### src/hdl/mrfd_pkg.sv
`timescale 1ns / 1ps

package mrfd_pkg;

    localparam int unsigned FRAME_LEN   = 16;
    localparam int unsigned POS_W       = $clog2(FRAME_LEN);
    localparam int unsigned STORE_DEPTH = FRAME_LEN - 1;
    localparam int unsigned BODY_FIRST  = 7;
    localparam int unsigned BODY_LEN    = 8;
    localparam int unsigned CFG_IDX_W   = 2;
    localparam int unsigned CFG_DATA_W  = 8;

    localparam logic [POS_W-1:0] FRAME_LAST = POS_W'(FRAME_LEN - 1);

    localparam logic [7:0] FRAME_HEAD   = 8'hAA;
    localparam logic [7:0] FRAME_TAIL   = 8'h55;
    localparam logic [7:0] OBJ_SPEED    = 8'h6C;
    localparam logic [7:0] OBJ_POSITION = 8'h64;
    localparam logic [7:0] SIDE_LEFT    = 8'h01;
    localparam logic [7:0] SIDE_RIGHT   = 8'h02;
    localparam logic [7:0] LEFT_ID_RST  = 8'h01;
    localparam logic [7:0] RIGHT_ID_RST = 8'h02;

    typedef enum logic [CFG_IDX_W-1:0] {
        CFG_DEVICE_MODE = 2'd0,
        CFG_LEFT_ID     = 2'd1,
        CFG_RIGHT_ID    = 2'd2
    } t_cfg_idx;

    typedef enum logic [2:0] {
        KIND_LEFT_MOTOR  = 3'd0,
        KIND_RIGHT_MOTOR = 3'd1,
        KIND_WHEEL_SPEED = 3'd2,
        KIND_LEFT_POS    = 3'd3,
        KIND_RIGHT_POS   = 3'd4
    } t_kind;

    // frame bytes 7..14; body[k] holds frame byte BODY_FIRST + k
    typedef struct packed {
        logic [BODY_LEN-1:0][7:0] body;
    } t_frame;

endpackage

### src/hdl/mrfd_rx_if.sv
`timescale 1ns / 1ps

interface mrfd_rx_if;
    logic       valid;
    logic       ready;
    logic [7:0] rx_byte;
    logic       burst_start;

    modport source(output valid, output rx_byte, output burst_start, input ready);
    modport sink(input valid, input rx_byte, input burst_start, output ready);
endinterface

### src/hdl/mrfd_res_if.sv
`timescale 1ns / 1ps

interface mrfd_res_if;
    logic               valid;
    logic               ready;
    logic        [2:0]  frame_kind;
    logic        [15:0] motor_position_code;
    logic        [11:0] motor_velocity_code;
    logic        [11:0] motor_torque_code;
    logic signed [15:0] left_wheel_speed;
    logic signed [15:0] right_wheel_speed;
    logic signed [31:0] wheel_position_count;

    modport source(
        output valid, output frame_kind, output motor_position_code,
        output motor_velocity_code, output motor_torque_code,
        output left_wheel_speed, output right_wheel_speed,
        output wheel_position_count, input ready
    );
    modport sink(
        input valid, input frame_kind, input motor_position_code,
        input motor_velocity_code, input motor_torque_code,
        input left_wheel_speed, input right_wheel_speed,
        input wheel_position_count, output ready
    );
endinterface

### src/hdl/mrfd_front.sv
`timescale 1ns / 1ps

module mrfd_front (
    input  logic              i_clk,
    input  logic              i_rst_n,
    mrfd_rx_if.sink           i_rx,
    input  logic              i_q_full,
    output logic              o_push,
    output mrfd_pkg::t_frame  o_frame
);

    logic [mrfd_pkg::POS_W-1:0] r_pos;
    logic [mrfd_pkg::POS_W-1:0] n_pos;
    logic                       r_burst_ok;
    logic                       n_burst_ok;
    logic [7:0]                 r_bytes [mrfd_pkg::STORE_DEPTH];

    logic                       w_acc;
    logic [mrfd_pkg::POS_W-1:0] w_pos_eff;
    logic                       w_ok_eff;

    assign i_rx.ready = !i_q_full;
    assign w_acc      = i_rx.valid && i_rx.ready;

    always_comb begin
        if (i_rx.burst_start) begin
            w_pos_eff = '0;
            w_ok_eff  = (i_rx.rx_byte == mrfd_pkg::FRAME_HEAD);
        end else begin
            w_pos_eff = r_pos;
            w_ok_eff  = r_burst_ok;
        end
    end

    always_comb begin
        n_pos      = r_pos;
        n_burst_ok = r_burst_ok;
        o_push     = 1'b0;
        if (w_acc) begin
            n_burst_ok = w_ok_eff;
            if (w_ok_eff) begin
                if (w_pos_eff == mrfd_pkg::FRAME_LAST) begin
                    n_pos  = '0;
                    o_push = (r_bytes[0] == mrfd_pkg::FRAME_HEAD) &&
                             (i_rx.rx_byte == mrfd_pkg::FRAME_TAIL);
                end else begin
                    n_pos = w_pos_eff + 1'b1;
                end
            end
        end
    end

    always_comb begin
        for (int k = 0; k < mrfd_pkg::BODY_LEN; k++) begin
            o_frame.body[k] = r_bytes[mrfd_pkg::BODY_FIRST + k];
        end
    end

    always_ff @(posedge i_clk) begin
        if (!i_rst_n) begin
            r_pos      <= '0;
            r_burst_ok <= 1'b0;
        end else begin
            r_pos      <= n_pos;
            r_burst_ok <= n_burst_ok;
        end
    end

    always_ff @(posedge i_clk) begin
        if (w_acc && w_ok_eff && (w_pos_eff != mrfd_pkg::FRAME_LAST)) begin
            r_bytes[w_pos_eff] <= i_rx.rx_byte;
        end
    end

    a_push_at_tail: assert property (@(posedge i_clk) disable iff (!i_rst_n)
        o_push |-> (r_pos == mrfd_pkg::FRAME_LAST) && r_burst_ok && !i_rx.burst_start)
        else $error("frame pushed before its last byte");

endmodule

### src/hdl/mrfd_queue.sv
`timescale 1ns / 1ps

module mrfd_queue #(
    parameter int unsigned DEPTH = 2
) (
    input  logic              i_clk,
    input  logic              i_rst_n,
    input  logic              i_push,
    input  mrfd_pkg::t_frame  i_data,
    input  logic              i_pop,
    output logic              o_valid,
    output logic              o_full,
    output mrfd_pkg::t_frame  o_data
);

    localparam int unsigned IDX_W = (DEPTH > 1) ? $clog2(DEPTH) : 1;
    localparam int unsigned CNT_W = $clog2(DEPTH + 1);

    mrfd_pkg::t_frame  r_mem [DEPTH];
    logic [IDX_W-1:0]  r_wr;
    logic [IDX_W-1:0]  n_wr;
    logic [IDX_W-1:0]  r_rd;
    logic [IDX_W-1:0]  n_rd;
    logic [CNT_W-1:0]  r_count;
    logic [CNT_W-1:0]  n_count;

    assign o_valid = (r_count != '0);
    assign o_full  = (r_count == CNT_W'(DEPTH));
    assign o_data  = r_mem[r_rd];

    always_comb begin
        n_wr    = r_wr;
        n_rd    = r_rd;
        n_count = r_count;
        if (i_push) begin
            n_wr = (r_wr == IDX_W'(DEPTH - 1)) ? '0 : r_wr + 1'b1;
        end
        if (i_pop) begin
            n_rd = (r_rd == IDX_W'(DEPTH - 1)) ? '0 : r_rd + 1'b1;
        end
        if (i_push && !i_pop) begin
            n_count = r_count + 1'b1;
        end else if (!i_push && i_pop) begin
            n_count = r_count - 1'b1;
        end
    end

    always_ff @(posedge i_clk) begin
        if (!i_rst_n) begin
            r_wr    <= '0;
            r_rd    <= '0;
            r_count <= '0;
        end else begin
            r_wr    <= n_wr;
            r_rd    <= n_rd;
            r_count <= n_count;
        end
    end

    always_ff @(posedge i_clk) begin
        if (i_push) begin
            r_mem[r_wr] <= i_data;
        end
    end

    a_no_overflow: assert property (@(posedge i_clk) disable iff (!i_rst_n)
        i_push |-> (r_count < CNT_W'(DEPTH)))
        else $error("push into full queue");

    a_no_underflow: assert property (@(posedge i_clk) disable iff (!i_rst_n)
        i_pop |-> (r_count != '0))
        else $error("pop from empty queue");

endmodule

### src/hdl/mrfd_back.sv
`timescale 1ns / 1ps

module mrfd_back (
    input  logic                                i_clk,
    input  logic                                i_rst_n,
    input  logic                                i_cfg_we,
    input  logic [mrfd_pkg::CFG_IDX_W-1:0]      i_cfg_idx,
    input  logic [mrfd_pkg::CFG_DATA_W-1:0]     i_cfg_data,
    input  logic                                i_q_valid,
    input  mrfd_pkg::t_frame                    i_q_data,
    output logic                                o_pop,
    mrfd_res_if.source                          o_res
);

    logic        r_mode;
    logic [7:0]  r_left_id;
    logic [7:0]  r_right_id;

    logic               r_valid;
    logic        [2:0]  r_kind;
    logic        [15:0] r_mpos;
    logic        [11:0] r_mvel;
    logic        [11:0] r_mtq;
    logic signed [15:0] r_lws;
    logic signed [15:0] r_rws;
    logic signed [31:0] r_wpc;

    logic               w_hit;
    mrfd_pkg::t_kind    w_kind;
    logic        [15:0] w_mpos;
    logic        [11:0] w_mvel;
    logic        [11:0] w_mtq;
    logic signed [15:0] w_lws;
    logic signed [15:0] w_rws;
    logic signed [31:0] w_wpc;
    logic               w_load;

    logic [7:0] f7, f8, f9, f10, f11, f12, f13, f14;

    assign f7  = i_q_data.body[0];
    assign f8  = i_q_data.body[1];
    assign f9  = i_q_data.body[2];
    assign f10 = i_q_data.body[3];
    assign f11 = i_q_data.body[4];
    assign f12 = i_q_data.body[5];
    assign f13 = i_q_data.body[6];
    assign f14 = i_q_data.body[7];

    always_ff @(posedge i_clk) begin
        if (!i_rst_n) begin
            r_mode     <= 1'b0;
            r_left_id  <= mrfd_pkg::LEFT_ID_RST;
            r_right_id <= mrfd_pkg::RIGHT_ID_RST;
        end else if (i_cfg_we) begin
            unique case (i_cfg_idx)
                mrfd_pkg::CFG_DEVICE_MODE: r_mode     <= i_cfg_data[0];
                mrfd_pkg::CFG_LEFT_ID:     r_left_id  <= i_cfg_data;
                mrfd_pkg::CFG_RIGHT_ID:    r_right_id <= i_cfg_data;
                default: ;
            endcase
        end
    end

    always_comb begin
        w_hit  = 1'b0;
        w_kind = mrfd_pkg::KIND_LEFT_MOTOR;
        w_mpos = '0;
        w_mvel = '0;
        w_mtq  = '0;
        w_lws  = '0;
        w_rws  = '0;
        w_wpc  = '0;
        if (!r_mode) begin
            if (f7 == r_left_id) begin
                w_hit  = 1'b1;
                w_kind = mrfd_pkg::KIND_LEFT_MOTOR;
            end else if (f7 == r_right_id) begin
                w_hit  = 1'b1;
                w_kind = mrfd_pkg::KIND_RIGHT_MOTOR;
            end
            if (w_hit) begin
                w_mpos = {f8, f9};
                w_mvel = {f10, f11[7:4]};
                w_mtq  = {f11[3:0], f12};
            end
        end else if (f8 == mrfd_pkg::OBJ_SPEED) begin
            w_hit  = 1'b1;
            w_kind = mrfd_pkg::KIND_WHEEL_SPEED;
            w_lws  = {f12, f11};
            w_rws  = {f14, f13};
        end else if (f8 == mrfd_pkg::OBJ_POSITION) begin
            if (f10 == mrfd_pkg::SIDE_LEFT) begin
                w_hit  = 1'b1;
                w_kind = mrfd_pkg::KIND_LEFT_POS;
            end else if (f10 == mrfd_pkg::SIDE_RIGHT) begin
                w_hit  = 1'b1;
                w_kind = mrfd_pkg::KIND_RIGHT_POS;
            end
            if (w_hit) begin
                w_wpc = {f14, f13, f12, f11};
            end
        end
    end

    // frames that decode to nothing are popped and dropped
    assign w_load = !r_valid || o_res.ready;
    assign o_pop  = i_q_valid && w_load;

    always_ff @(posedge i_clk) begin
        if (!i_rst_n) begin
            r_valid <= 1'b0;
        end else if (w_load) begin
            r_valid <= i_q_valid && w_hit;
        end
    end

    always_ff @(posedge i_clk) begin
        if (o_pop) begin
            r_kind <= w_kind;
            r_mpos <= w_mpos;
            r_mvel <= w_mvel;
            r_mtq  <= w_mtq;
            r_lws  <= w_lws;
            r_rws  <= w_rws;
            r_wpc  <= w_wpc;
        end
    end

    assign o_res.valid                = r_valid;
    assign o_res.frame_kind           = r_kind;
    assign o_res.motor_position_code  = r_mpos;
    assign o_res.motor_velocity_code  = r_mvel;
    assign o_res.motor_torque_code    = r_mtq;
    assign o_res.left_wheel_speed     = r_lws;
    assign o_res.right_wheel_speed    = r_rws;
    assign o_res.wheel_position_count = r_wpc;

    a_result_from_pop: assert property (@(posedge i_clk) disable iff (!i_rst_n)
        $rose(r_valid) |-> $past(o_pop))
        else $error("result appeared without a queued frame");

endmodule

### src/hdl/motor_reply_frame_decoder.sv
`timescale 1ns / 1ps

// Decodes 16-byte reply frames from a serial byte stream. One byte is taken
// per clock; i_rx.ready drops only while the frame queue between the byte
// collector and the decoder holds QUEUE_DEPTH frames. A good frame's result
// passes the queue, then the output register. Bursts not starting with 0xAA
// are ignored, frames failing the head/tail check or with unknown IDs,
// objects or sides produce nothing, and partial frames at the end of a burst
// are discarded. The user must write configuration through i_cfg_* only
// while the block is idle; the block itself does not enforce this.

module motor_reply_frame_decoder #(
    parameter int unsigned QUEUE_DEPTH = 2
) (
    input  logic                             i_clk,
    input  logic                             i_rst_n,
    input  logic                             i_cfg_we,
    input  logic [mrfd_pkg::CFG_IDX_W-1:0]   i_cfg_idx,
    input  logic [mrfd_pkg::CFG_DATA_W-1:0]  i_cfg_data,
    mrfd_rx_if.sink                          i_rx,
    mrfd_res_if.source                       o_res
);

    logic             w_push;
    logic             w_pop;
    logic             w_q_valid;
    logic             w_q_full;
    mrfd_pkg::t_frame w_push_frame;
    mrfd_pkg::t_frame w_head_frame;

    mrfd_front u_front (
        .i_clk    (i_clk),
        .i_rst_n  (i_rst_n),
        .i_rx     (i_rx),
        .i_q_full (w_q_full),
        .o_push   (w_push),
        .o_frame  (w_push_frame)
    );

    mrfd_queue #(
        .DEPTH (QUEUE_DEPTH)
    ) u_queue (
        .i_clk   (i_clk),
        .i_rst_n (i_rst_n),
        .i_push  (w_push),
        .i_data  (w_push_frame),
        .i_pop   (w_pop),
        .o_valid (w_q_valid),
        .o_full  (w_q_full),
        .o_data  (w_head_frame)
    );

    mrfd_back u_back (
        .i_clk      (i_clk),
        .i_rst_n    (i_rst_n),
        .i_cfg_we   (i_cfg_we),
        .i_cfg_idx  (i_cfg_idx),
        .i_cfg_data (i_cfg_data),
        .i_q_valid  (w_q_valid),
        .i_q_data   (w_head_frame),
        .o_pop      (w_pop),
        .o_res      (o_res)
    );

endmodule

### src/flat_wrapper.sv
// flat-port wrapper written by rule: the top's interface ports become plain ports
module motor_reply_frame_decoder_flat 
#(
    parameter int unsigned QUEUE_DEPTH = 2
)
  (i_clk, i_rst_n, i_cfg_we, i_cfg_idx, i_cfg_data, i_rx_valid, i_rx_rx_byte, i_rx_burst_start, i_rx_ready, o_res_valid, o_res_frame_kind, o_res_motor_position_code, o_res_motor_velocity_code, o_res_motor_torque_code, o_res_left_wheel_speed, o_res_right_wheel_speed, o_res_wheel_position_count, o_res_ready);
  mrfd_rx_if i_rx_i ();
  mrfd_res_if o_res_i ();
  input  logic i_clk;
  input  logic i_rst_n;
  input  logic i_cfg_we;
  input  logic [mrfd_pkg::CFG_IDX_W-1:0] i_cfg_idx;
  input  logic [mrfd_pkg::CFG_DATA_W-1:0] i_cfg_data;
  input wire logic [$bits(i_rx_i.valid)-1:0] i_rx_valid;
  input wire logic [$bits(i_rx_i.rx_byte)-1:0] i_rx_rx_byte;
  input wire logic [$bits(i_rx_i.burst_start)-1:0] i_rx_burst_start;
  output wire logic [$bits(i_rx_i.ready)-1:0] i_rx_ready;
  output wire logic [$bits(o_res_i.valid)-1:0] o_res_valid;
  output wire logic [$bits(o_res_i.frame_kind)-1:0] o_res_frame_kind;
  output wire logic [$bits(o_res_i.motor_position_code)-1:0] o_res_motor_position_code;
  output wire logic [$bits(o_res_i.motor_velocity_code)-1:0] o_res_motor_velocity_code;
  output wire logic [$bits(o_res_i.motor_torque_code)-1:0] o_res_motor_torque_code;
  output wire logic [$bits(o_res_i.left_wheel_speed)-1:0] o_res_left_wheel_speed;
  output wire logic [$bits(o_res_i.right_wheel_speed)-1:0] o_res_right_wheel_speed;
  output wire logic [$bits(o_res_i.wheel_position_count)-1:0] o_res_wheel_position_count;
  input wire logic [$bits(o_res_i.ready)-1:0] o_res_ready;
  assign i_rx_i.valid = i_rx_valid;
  assign i_rx_i.rx_byte = i_rx_rx_byte;
  assign i_rx_i.burst_start = i_rx_burst_start;
  assign i_rx_ready = i_rx_i.ready;
  assign o_res_valid = o_res_i.valid;
  assign o_res_frame_kind = o_res_i.frame_kind;
  assign o_res_motor_position_code = o_res_i.motor_position_code;
  assign o_res_motor_velocity_code = o_res_i.motor_velocity_code;
  assign o_res_motor_torque_code = o_res_i.motor_torque_code;
  assign o_res_left_wheel_speed = o_res_i.left_wheel_speed;
  assign o_res_right_wheel_speed = o_res_i.right_wheel_speed;
  assign o_res_wheel_position_count = o_res_i.wheel_position_count;
  assign o_res_i.ready = o_res_ready;
  motor_reply_frame_decoder #(.QUEUE_DEPTH(QUEUE_DEPTH)) u_core (.i_clk(i_clk), .i_rst_n(i_rst_n), .i_cfg_we(i_cfg_we), .i_cfg_idx(i_cfg_idx), .i_cfg_data(i_cfg_data), .i_rx(i_rx_i), .o_res(o_res_i));
endmodule
### config.mk
export PLATFORM = sky130hd
export DESIGN_NAME = motor_reply_frame_decoder_flat
export DESIGN_NICKNAME = d
export VERILOG_FILES = /design/src/hdl/mrfd_pkg.sv /design/src/hdl/mrfd_rx_if.sv /design/src/hdl/mrfd_res_if.sv /design/src/hdl/mrfd_front.sv /design/src/hdl/mrfd_queue.sv /design/src/hdl/mrfd_back.sv /design/src/hdl/motor_reply_frame_decoder.sv /design/src/flat_wrapper.sv
export SDC_FILE = /design/constraint.sdc
export NUM_CORES = 1
export LEC_CHECK = 0
export ABC_AREA = 1
export BUFFER_PORTS_ARGS = -buffer_cell sky130_fd_sc_hd__buf_2
export CORE_MARGIN = 3
export CORE_UTILIZATION = 51
export CTS_CLUSTER_DIAMETER = 150
export DETAILED_ROUTE_END_ITERATION = 16
export GPL_TIMING_DRIVEN = 0
export PLACE_DENSITY = 0.82
export REMOVE_ABC_BUFFERS = 1
export SLEW_MARGIN = 20
export SYNTH_ARGS = -nofsm -noshare
export SYNTH_HDL_FRONTEND = slang
export SYNTH_SLANG_ARGS = --single-unit
export TNS_END_PERCENT = 100
### constraint.sdc
create_clock -name i_clk -period 9.81 [get_ports i_clk]
set_input_delay 2.4525 -clock i_clk [delete_from_list [all_inputs] [get_ports i_clk]]
set_output_delay 2.4525 -clock i_clk [all_outputs]
set_load 0.005 [all_outputs]
# Yosys cells after proc, flatten, opt, wreduce, memory -nomap -nowiden
# Memory sizes are Yosys's and may differ from the RTL's. A register that Yosys moved wholly into a read port is not among the register bits.
# Cells that the tools add are included.
totals:
  word_cells: 98
  register_bits: 134
  ram_bits: 248
  mem_count: 2
  output_inout_bits: 109
  inputBits: 24
op_classes:
  eq_ne: 14
  n_mux: 34
  reduce_logical: 23
  n_bitwise: 4
  addsub: 5
mem_list:
  columns: ["memory", "depth", "word_bits", "rd", "rd_clocked_by_memory_dff", "write_ports", "line", "text"]
  rows:
  - ["u_core.u_queue.r_mem", 2, 64, 1, 1, 1, "mrfd_queue.sv:19", "mrfd_pkg::t_frame r_mem [DEPTH];"]
  - ["u_core.u_front.r_bytes", 15, 8, 9, 0, 1, "mrfd_front.sv:16", "logic [7:0] r_bytes [mrfd_pkg::STORE_DEPTH];"]
ops:
  columns: ["op", "n"]
  rows:
  - ["$mux 1", 25]
  - ["$eq 8x7->1 const B", 3]
  - ["$eq 8x8->1", 2]
  - ["$eq 8x8->1 const B", 2]
  - ["$mux 3", 5]
  - ["$reduce_and 2->1", 5]
  - ["$eq 8x1->1 const B", 1]
  - ["$eq 8x2->1 const B", 1]
  - ["$logic_and 1x1->1", 8]
  - ["$mux 4", 2]
  - ["$add 4x1->4 const B", 1]
  - ["$eq 2x2->1 const B", 2]
  - ["$eq 4x4->1 const B", 1]
  - ["$logic_not 1->1", 4]
  - ["$mux 2", 2]
  - ["$ne 4x4->1 const B", 1]
  - ["$not 1->1", 4]
  - ["$reduce_bool 2->1", 2]
  - ["$reduce_or 4->1", 1]
  - ["$add 1x1->1 const B", 2]
  - ["$add 2x1->2 const B", 1]
  - ["$eq 2x1->1 const B", 1]
  - ["$logic_not 2->1", 1]
  - ["$reduce_or 2->1", 1]
  - ["other kinds (2)", 2]

# Depth between registers and ports, before layout
logic_depth:
  word_depth: 10
  depth_mapped: 15
  mapped_depth_nobuf: 13

# By module
# Synthesis repeated with hierarchy kept, for this count alone.
hier_totals:
  cells_unflattened: 842
  hier_area_um2: 12888.6
by_module_without_submodules:
  columns: ["mod", "cells_each", "n_inst", "area_per_inst_um2", "seq_area_each_um2"]
  rows:
  - ["mrfd_queue", 234, 1, 5148.7, 3943.8]
  - ["mrfd_back", 444, 1, 5043.6, 3573.4]
  - ["mrfd_front", 164, 1, 2696.3, 2262.2]

# Worst setup path after synthesis
# Ideal clock, no wire load.
synth_timing:
  path_kind: "input -> register"
  from: "in o_res_ready"
  to: "reg u_core.u_queue.r_count[1]"
  slack_ns: 0.754
  path_stages: 8
  t_required_ns: 9.688
  setup_time_ns: 0.122
  n_path_buf: 0
  arrival_time_ns: 8.934
  path_cell_list: "nor2_1 > a21oi_1 > inv_1 > ha_1 > a21oi_1 > o21ai_0 > o21ai_0 > a21oi_1"
synth_via:
  elab_chain_cells: 5
  word_cells_on_any_way: 7
  cone_classes: "mux (1); reduce/logical (6)"
synth_rtl:
  columns: ["element", "line", "text"]
  rows:
  - ["from (decl)", "flat_wrapper.sv:26", "input wire logic [$bits(o_res_i.ready)-1:0] o_res_ready;"]
  - ["$logic_or 1x1->1 (*)", "mrfd_back.sv:106", "assign w_load = !r_valid || o_res.ready;"]
  - ["$logic_and 1x1->1 (*)", "mrfd_back.sv:107", "assign o_pop = i_q_valid && w_load;"]
  - ["via u_core.u_back.o_pop", "mrfd_back.sv:11", "output logic o_pop,"]
  - ["$logic_not 1->1", "mrfd_queue.sv:41", "if (i_push && !i_pop) begin"]
  - ["$logic_and 1x1->1", "mrfd_queue.sv:41", null]
  - ["$mux 2 / $reduce_bool 2->1 (equally long branches)", null, null]
  - ["to (signal assigned)", "mrfd_queue.sv:56", "r_count <= n_count;"]
  - ["to (decl)", "mrfd_queue.sv:24", "logic [CNT_W-1:0] r_count;"]
# Mark *: on every way through the listed nets, which the timed path passes. The rest lies on a longest branch.
# A chain may end at the register's enable or synchronous reset.

# Worst setup path after layout
layout_timing:
  from: "in i_rx_rx_byte[2]"
  to: "mem u_core.u_queue.r_mem[0][61] in the netlist's numbering (enable)"
layout_via:
  elab_chain_cells: 7
  word_cells_on_any_way: 9
  cone_classes: "eq/ne (2); mux (6); reduce/logical (1)"
layout_rtl:
  columns: ["element", "line", "text"]
  rows:
  - ["from (decl)", "flat_wrapper.sv:15", "input wire logic [$bits(i_rx_i.rx_byte)-1:0] i_rx_rx_byte;"]
  - ["$eq 8x7->1", "mrfd_front.sv:45", "(i_rx.rx_byte == mrfd_pkg::FRAME_TAIL);"]
  - ["$logic_and 1x1->1", "mrfd_front.sv:44", "o_push = (r_bytes[0] == mrfd_pkg::FRAME_HEAD) &&"]
  - ["$mux 1", "mrfd_front.sv:42", "if (w_pos_eff == mrfd_pkg::FRAME_LAST) begin"]
  - ["$mux 1 (*)", "mrfd_front.sv:41", "if (w_ok_eff) begin"]
  - ["$mux 1 (*)", "mrfd_front.sv:39", "if (w_acc) begin"]
  - ["$mux 1 (*)", "mrfd_queue.sv:61", "if (i_push) begin"]
  - ["$mux 1 (not written as such) (*)", "mrfd_queue.sv:62", "r_mem[r_wr] <= i_data;"]
  - ["to (decl)", "mrfd_queue.sv:19", null]
# Mark *: on every way between the ends. The rest lies on a longest branch, timed or not.

==> flow_metrics.env <==
export IMPL_fin_crit_sh_pct=46.36
export IMPL_end_kind="flip-flop"
export IMPL_startpoint_type="primary input"
export IMPL_final_layout_size_suffix_gt1_share_pct=22.98
export IMPL_power_density_nw_per_um2=266.5
export IMPL_numCtsBuffers=35
export IMPL_gp_congestion=0.7906
export IMPL_p_leak_nw=5.556
export IMPL_hold_viol=0
export IMPL_ys_seq_area_share_pct=79.17
export IMPL_min_from="u_core.u_front.r_bytes[14][3]"
export IMPL_fin_skew_ns=0.02001
export IMPL_yosysWarnings=0
export IMPL_hold_end="u_core.u_queue.r_mem[1][59]"
export IMPL_finish_instance_area_um2=14750
export IMPL_grt_pass1_vias=7013
export IMPL_post_cts_buffers=0
export IMPL_ys_seq_elements=335
export IMPL_port_buffer_count=132
export IMPL_post_route_min_period_ns=4.548
export IMPL_tritoncts="yes"
export IMPL_slew_viol_final=0
export IMPL_setup_viol=0
export IMPL_rsz0062_at_grt="false"
export IMPL_h_tree_depth=2
export IMPL_numClockSinks=335
export IMPL_finalPower_mw=3.931
export IMPL_fp_dieW_um=161.6
export IMPL_grt_pass1_wl_mm=37.05
export IMPL_critical_path_class="in2reg"
export IMPL_clock_latency_ns=0.52
export IMPL_die_h_um=161.6
export IMPL_synthCells=866
export IMPL_dp_hpwl_mm=15.08
export IMPL_clock_path_buffers=3
export IMPL_grtUsageTotal_pct=18.45
export IMPL_routed_via_density=5.150
export IMPL_status="complete, no violations"
export IMPL_wirelength_mm=24.23
export IMPL_arrival_ns=4.75
export IMPL_avgSynthCellArea_um2=14.26
export IMPL_cp_required_ns=10.01
export IMPL_cp_startpoint="i_rx_rx_byte[2]"
export IMPL_antenna_found_initial=2
export IMPL_initial_core_util_pct=52.32
export IMPL_whs_path_depth=0
export IMPL_tightest_slew_ns=0.8611
export IMPL_rows=56
export IMPL_overflow=0
export IMPL_io_pins=133
export IMPL_place_area_um2=13610
export IMPL_peakVddDrop_v=0.0001735
export IMPL_grt_max_degree=44
export IMPL_maxCapViolCount=0
export IMPL_post_cts_resized=0
export IMPL_ant_nets=0
export IMPL_coreArea_um2=23610
export IMPL_min_path_type="reg2reg"
export IMPL_clkSlewWorstSetupHoldPaths_ns=0.06
export IMPL_clock_fmax_ghz=0.2199
export IMPL_worstRegToRegCells=9
export IMPL_num_antenna_cells=0
export IMPL_syn_area_um2=12350
export IMPL_synth_cell_types=27
export IMPL_hold_buffers=0
export IMPL_r2r_end="u_core.u_back.o_res.wheel_position_count[23]"
export IMPL_nets=1056
export IMPL_cts_root_buf="clkbuf_16"
export IMPL_drt_iter0_markers=544
export IMPL_drc_errors=0
export IMPL_cp_max_fo=12
export IMPL_max_slew_margin_pct=42.15
export IMPL_vias=7066
export IMPL_syn2layout_area_growth_pct=19.40
export IMPL_first_pass_iters=7
export IMPL_die_area_um2=26130
export IMPL_routedWlPerCell_um=17.66
export IMPL_rrSetupSlack_ns=6.88
critical path, stage by stage:
cell and delay, ns:
buf_2 0.24, nor2_1 0.17, nand3_1 0.10, o21ai_0 0.18
o21a_1 0.15, nand2_1 0.23, nor3_2 0.45, buf_4 0.25
buf_6 0.15, buf_4 0.16, buf_4 0.20
layer usage:
layer / part of all wire (%) / track usage [%] / up-vias
li1: - / - / 3363
met4: 2.8 / 6.669 / 4
met1: 39 / 22.34 / 3396
met3: 6.6 / 3.924 / 63
met2: 52 / 32.79 / 240
met5: 0.11 / 0 / -
where the power goes:
part           total (mW)  switching (mW)  internal [mW]
Sequential           1.90          0.0799           1.82
Clock                1.29           0.517          0.769
Combinational       0.742           0.440          0.302
Total                3.93            1.04           2.89
how the worst max path moves through the flow:
stage / endpoint / slack [ns] / cells past startpoint
after floorplan: u_core.u_queue.r_count[1] / 0.75 / 8
after global placement: u_core.u_queue.r_count[1] / -1.54 / 9
after detailed placement: u_core.u_front.r_bytes[8][3] / 4.60 / 9
after CTS: u_core.u_front.r_bytes[8][0] / 5.06 / 9
after global routing: u_core.u_queue.r_mem[0][53] / 5.11 / 11
final: u_core.u_queue.r_mem[0][61] / 5.26 / 11
registers in the layout, summed over array words and instances (netlist names), named ones only:
| register | flops |
|---|---|
| u_core.u_queue.r_mem | 128 |
| u_core.u_front.r_bytes | 72 |
| u_core.u_back.o_res.wheel_position_count | 32 |
| u_core.u_back.o_res.left_wheel_speed | 16 |
| u_core.u_back.o_res.motor_position_code | 16 |
| u_core.u_back.o_res.right_wheel_speed | 16 |
| u_core.u_back.o_res.motor_torque_code | 12 |
| u_core.u_back.o_res.motor_velocity_code | 12 |
| u_core.u_back.r_left_id | 8 |
| u_core.u_back.r_right_id | 8 |
| u_core.u_front.r_pos | 4 |
| u_core.u_back.o_res.frame_kind | 3 |
| u_core.u_queue.r_count | 2 |
| u_core.u_back.o_res.valid | 1 |
| u_core.u_back.r_mode | 1 |
| u_core.u_front.r_burst_ok | 1 |
| u_core.u_queue.r_rd | 1 |
| u_core.u_queue.r_wr | 1 |
cell usage after synthesis (all sizes together):
cell type / instances / area [um^2]
inv: 56 / 210.2
nor3: 11 / 55.05
nand2: 147 / 566.8
clkbuf: 7 / 26.28
o21a: 1 / 7.510
nor4: 4 / 25.02
xor2: 2 / 17.52
nor2: 131 / 546.8
nand3: 35 / 175.2
buf: 20 / 137.6
ha: 5 / 62.56
nand4: 1 / 6.260
dfxtp: 28 / 560.5
edfxtp: 307 / 9219
o21ai: 32 / 160.2
a31oi: 1 / 6.260
a21oi: 39 / 198.9
nand3b: 6 / 45.04
and2: 1 / 6.260
mux2i: 32 / 320.3
kinds of logic after synthesis:
family          synth area share (%)
compound gates                 3.018
xor+xnor                      0.1418
fa+ha+maj                     0.5064
buf+inv                        3.028
flops                          79.17
mux                            2.593
simple gates                   11.55
per-stage QoR:
stage,hold slack [ns],cells,util [%],setup WS [ns],setup TNS (ns)
floorplan,0.4215,839,-,0.7538,0
global placement,0.4212,1290,56.11,-1.538,-191.05
detailed placement,0.4297,1309,57.65,4.601,0
CTS,0.4290,1372,62.44,5.061,0
global route,0.4484,1372,62.46,5.111,0
finish,0.4217,1372,62.46,5.262,0
cells in the final DEF, fill, tap and decap left out, types with 4 or more instances in the layout:
| cell type | netlist | routed |
|---|---|---|
| edfxtp_1 | 307 | 307 |
| nand2_1 | 143 | 142 |
| buf_2 | 14 | 132 |
| nor2_1 | 109 | 109 |
| inv_1 | 55 | 54 |
| a21oi_1 | 38 | 37 |
| clkbuf_16 | 0 | 37 |
| nand3_1 | 35 | 34 |
| mux2i_1 | 32 | 32 |
| o21ai_0 | 31 | 31 |
| dfxtp_1 | 28 | 27 |
| nor2_2 | 22 | 22 |
| clkbuf_1 | 7 | 10 |
| buf_4 | 0 | 9 |
| nor3_2 | 0 | 8 |
| nand3b_1 | 6 | 6 |
| ha_1 | 5 | 5 |
| buf_16 | 0 | 5 |
| nand2_2 | 3 | 4 |
| clkinv_1 | 0 | 4 |
| clkinv_2 | 0 | 4 |
| buf_12 | 0 | 4 |
cell type report:
class                   count  area (um^2)
flip-flops and latches    335         9783
fillers                  1721         8864
multi-input cells         448         2265
clock buffers              50         1005
repair buffers            151        957.2
well taps                 319        399.1
inverters                  56        212.7
clock inverters            13        127.6
Power figures use the tool's default switching activity.
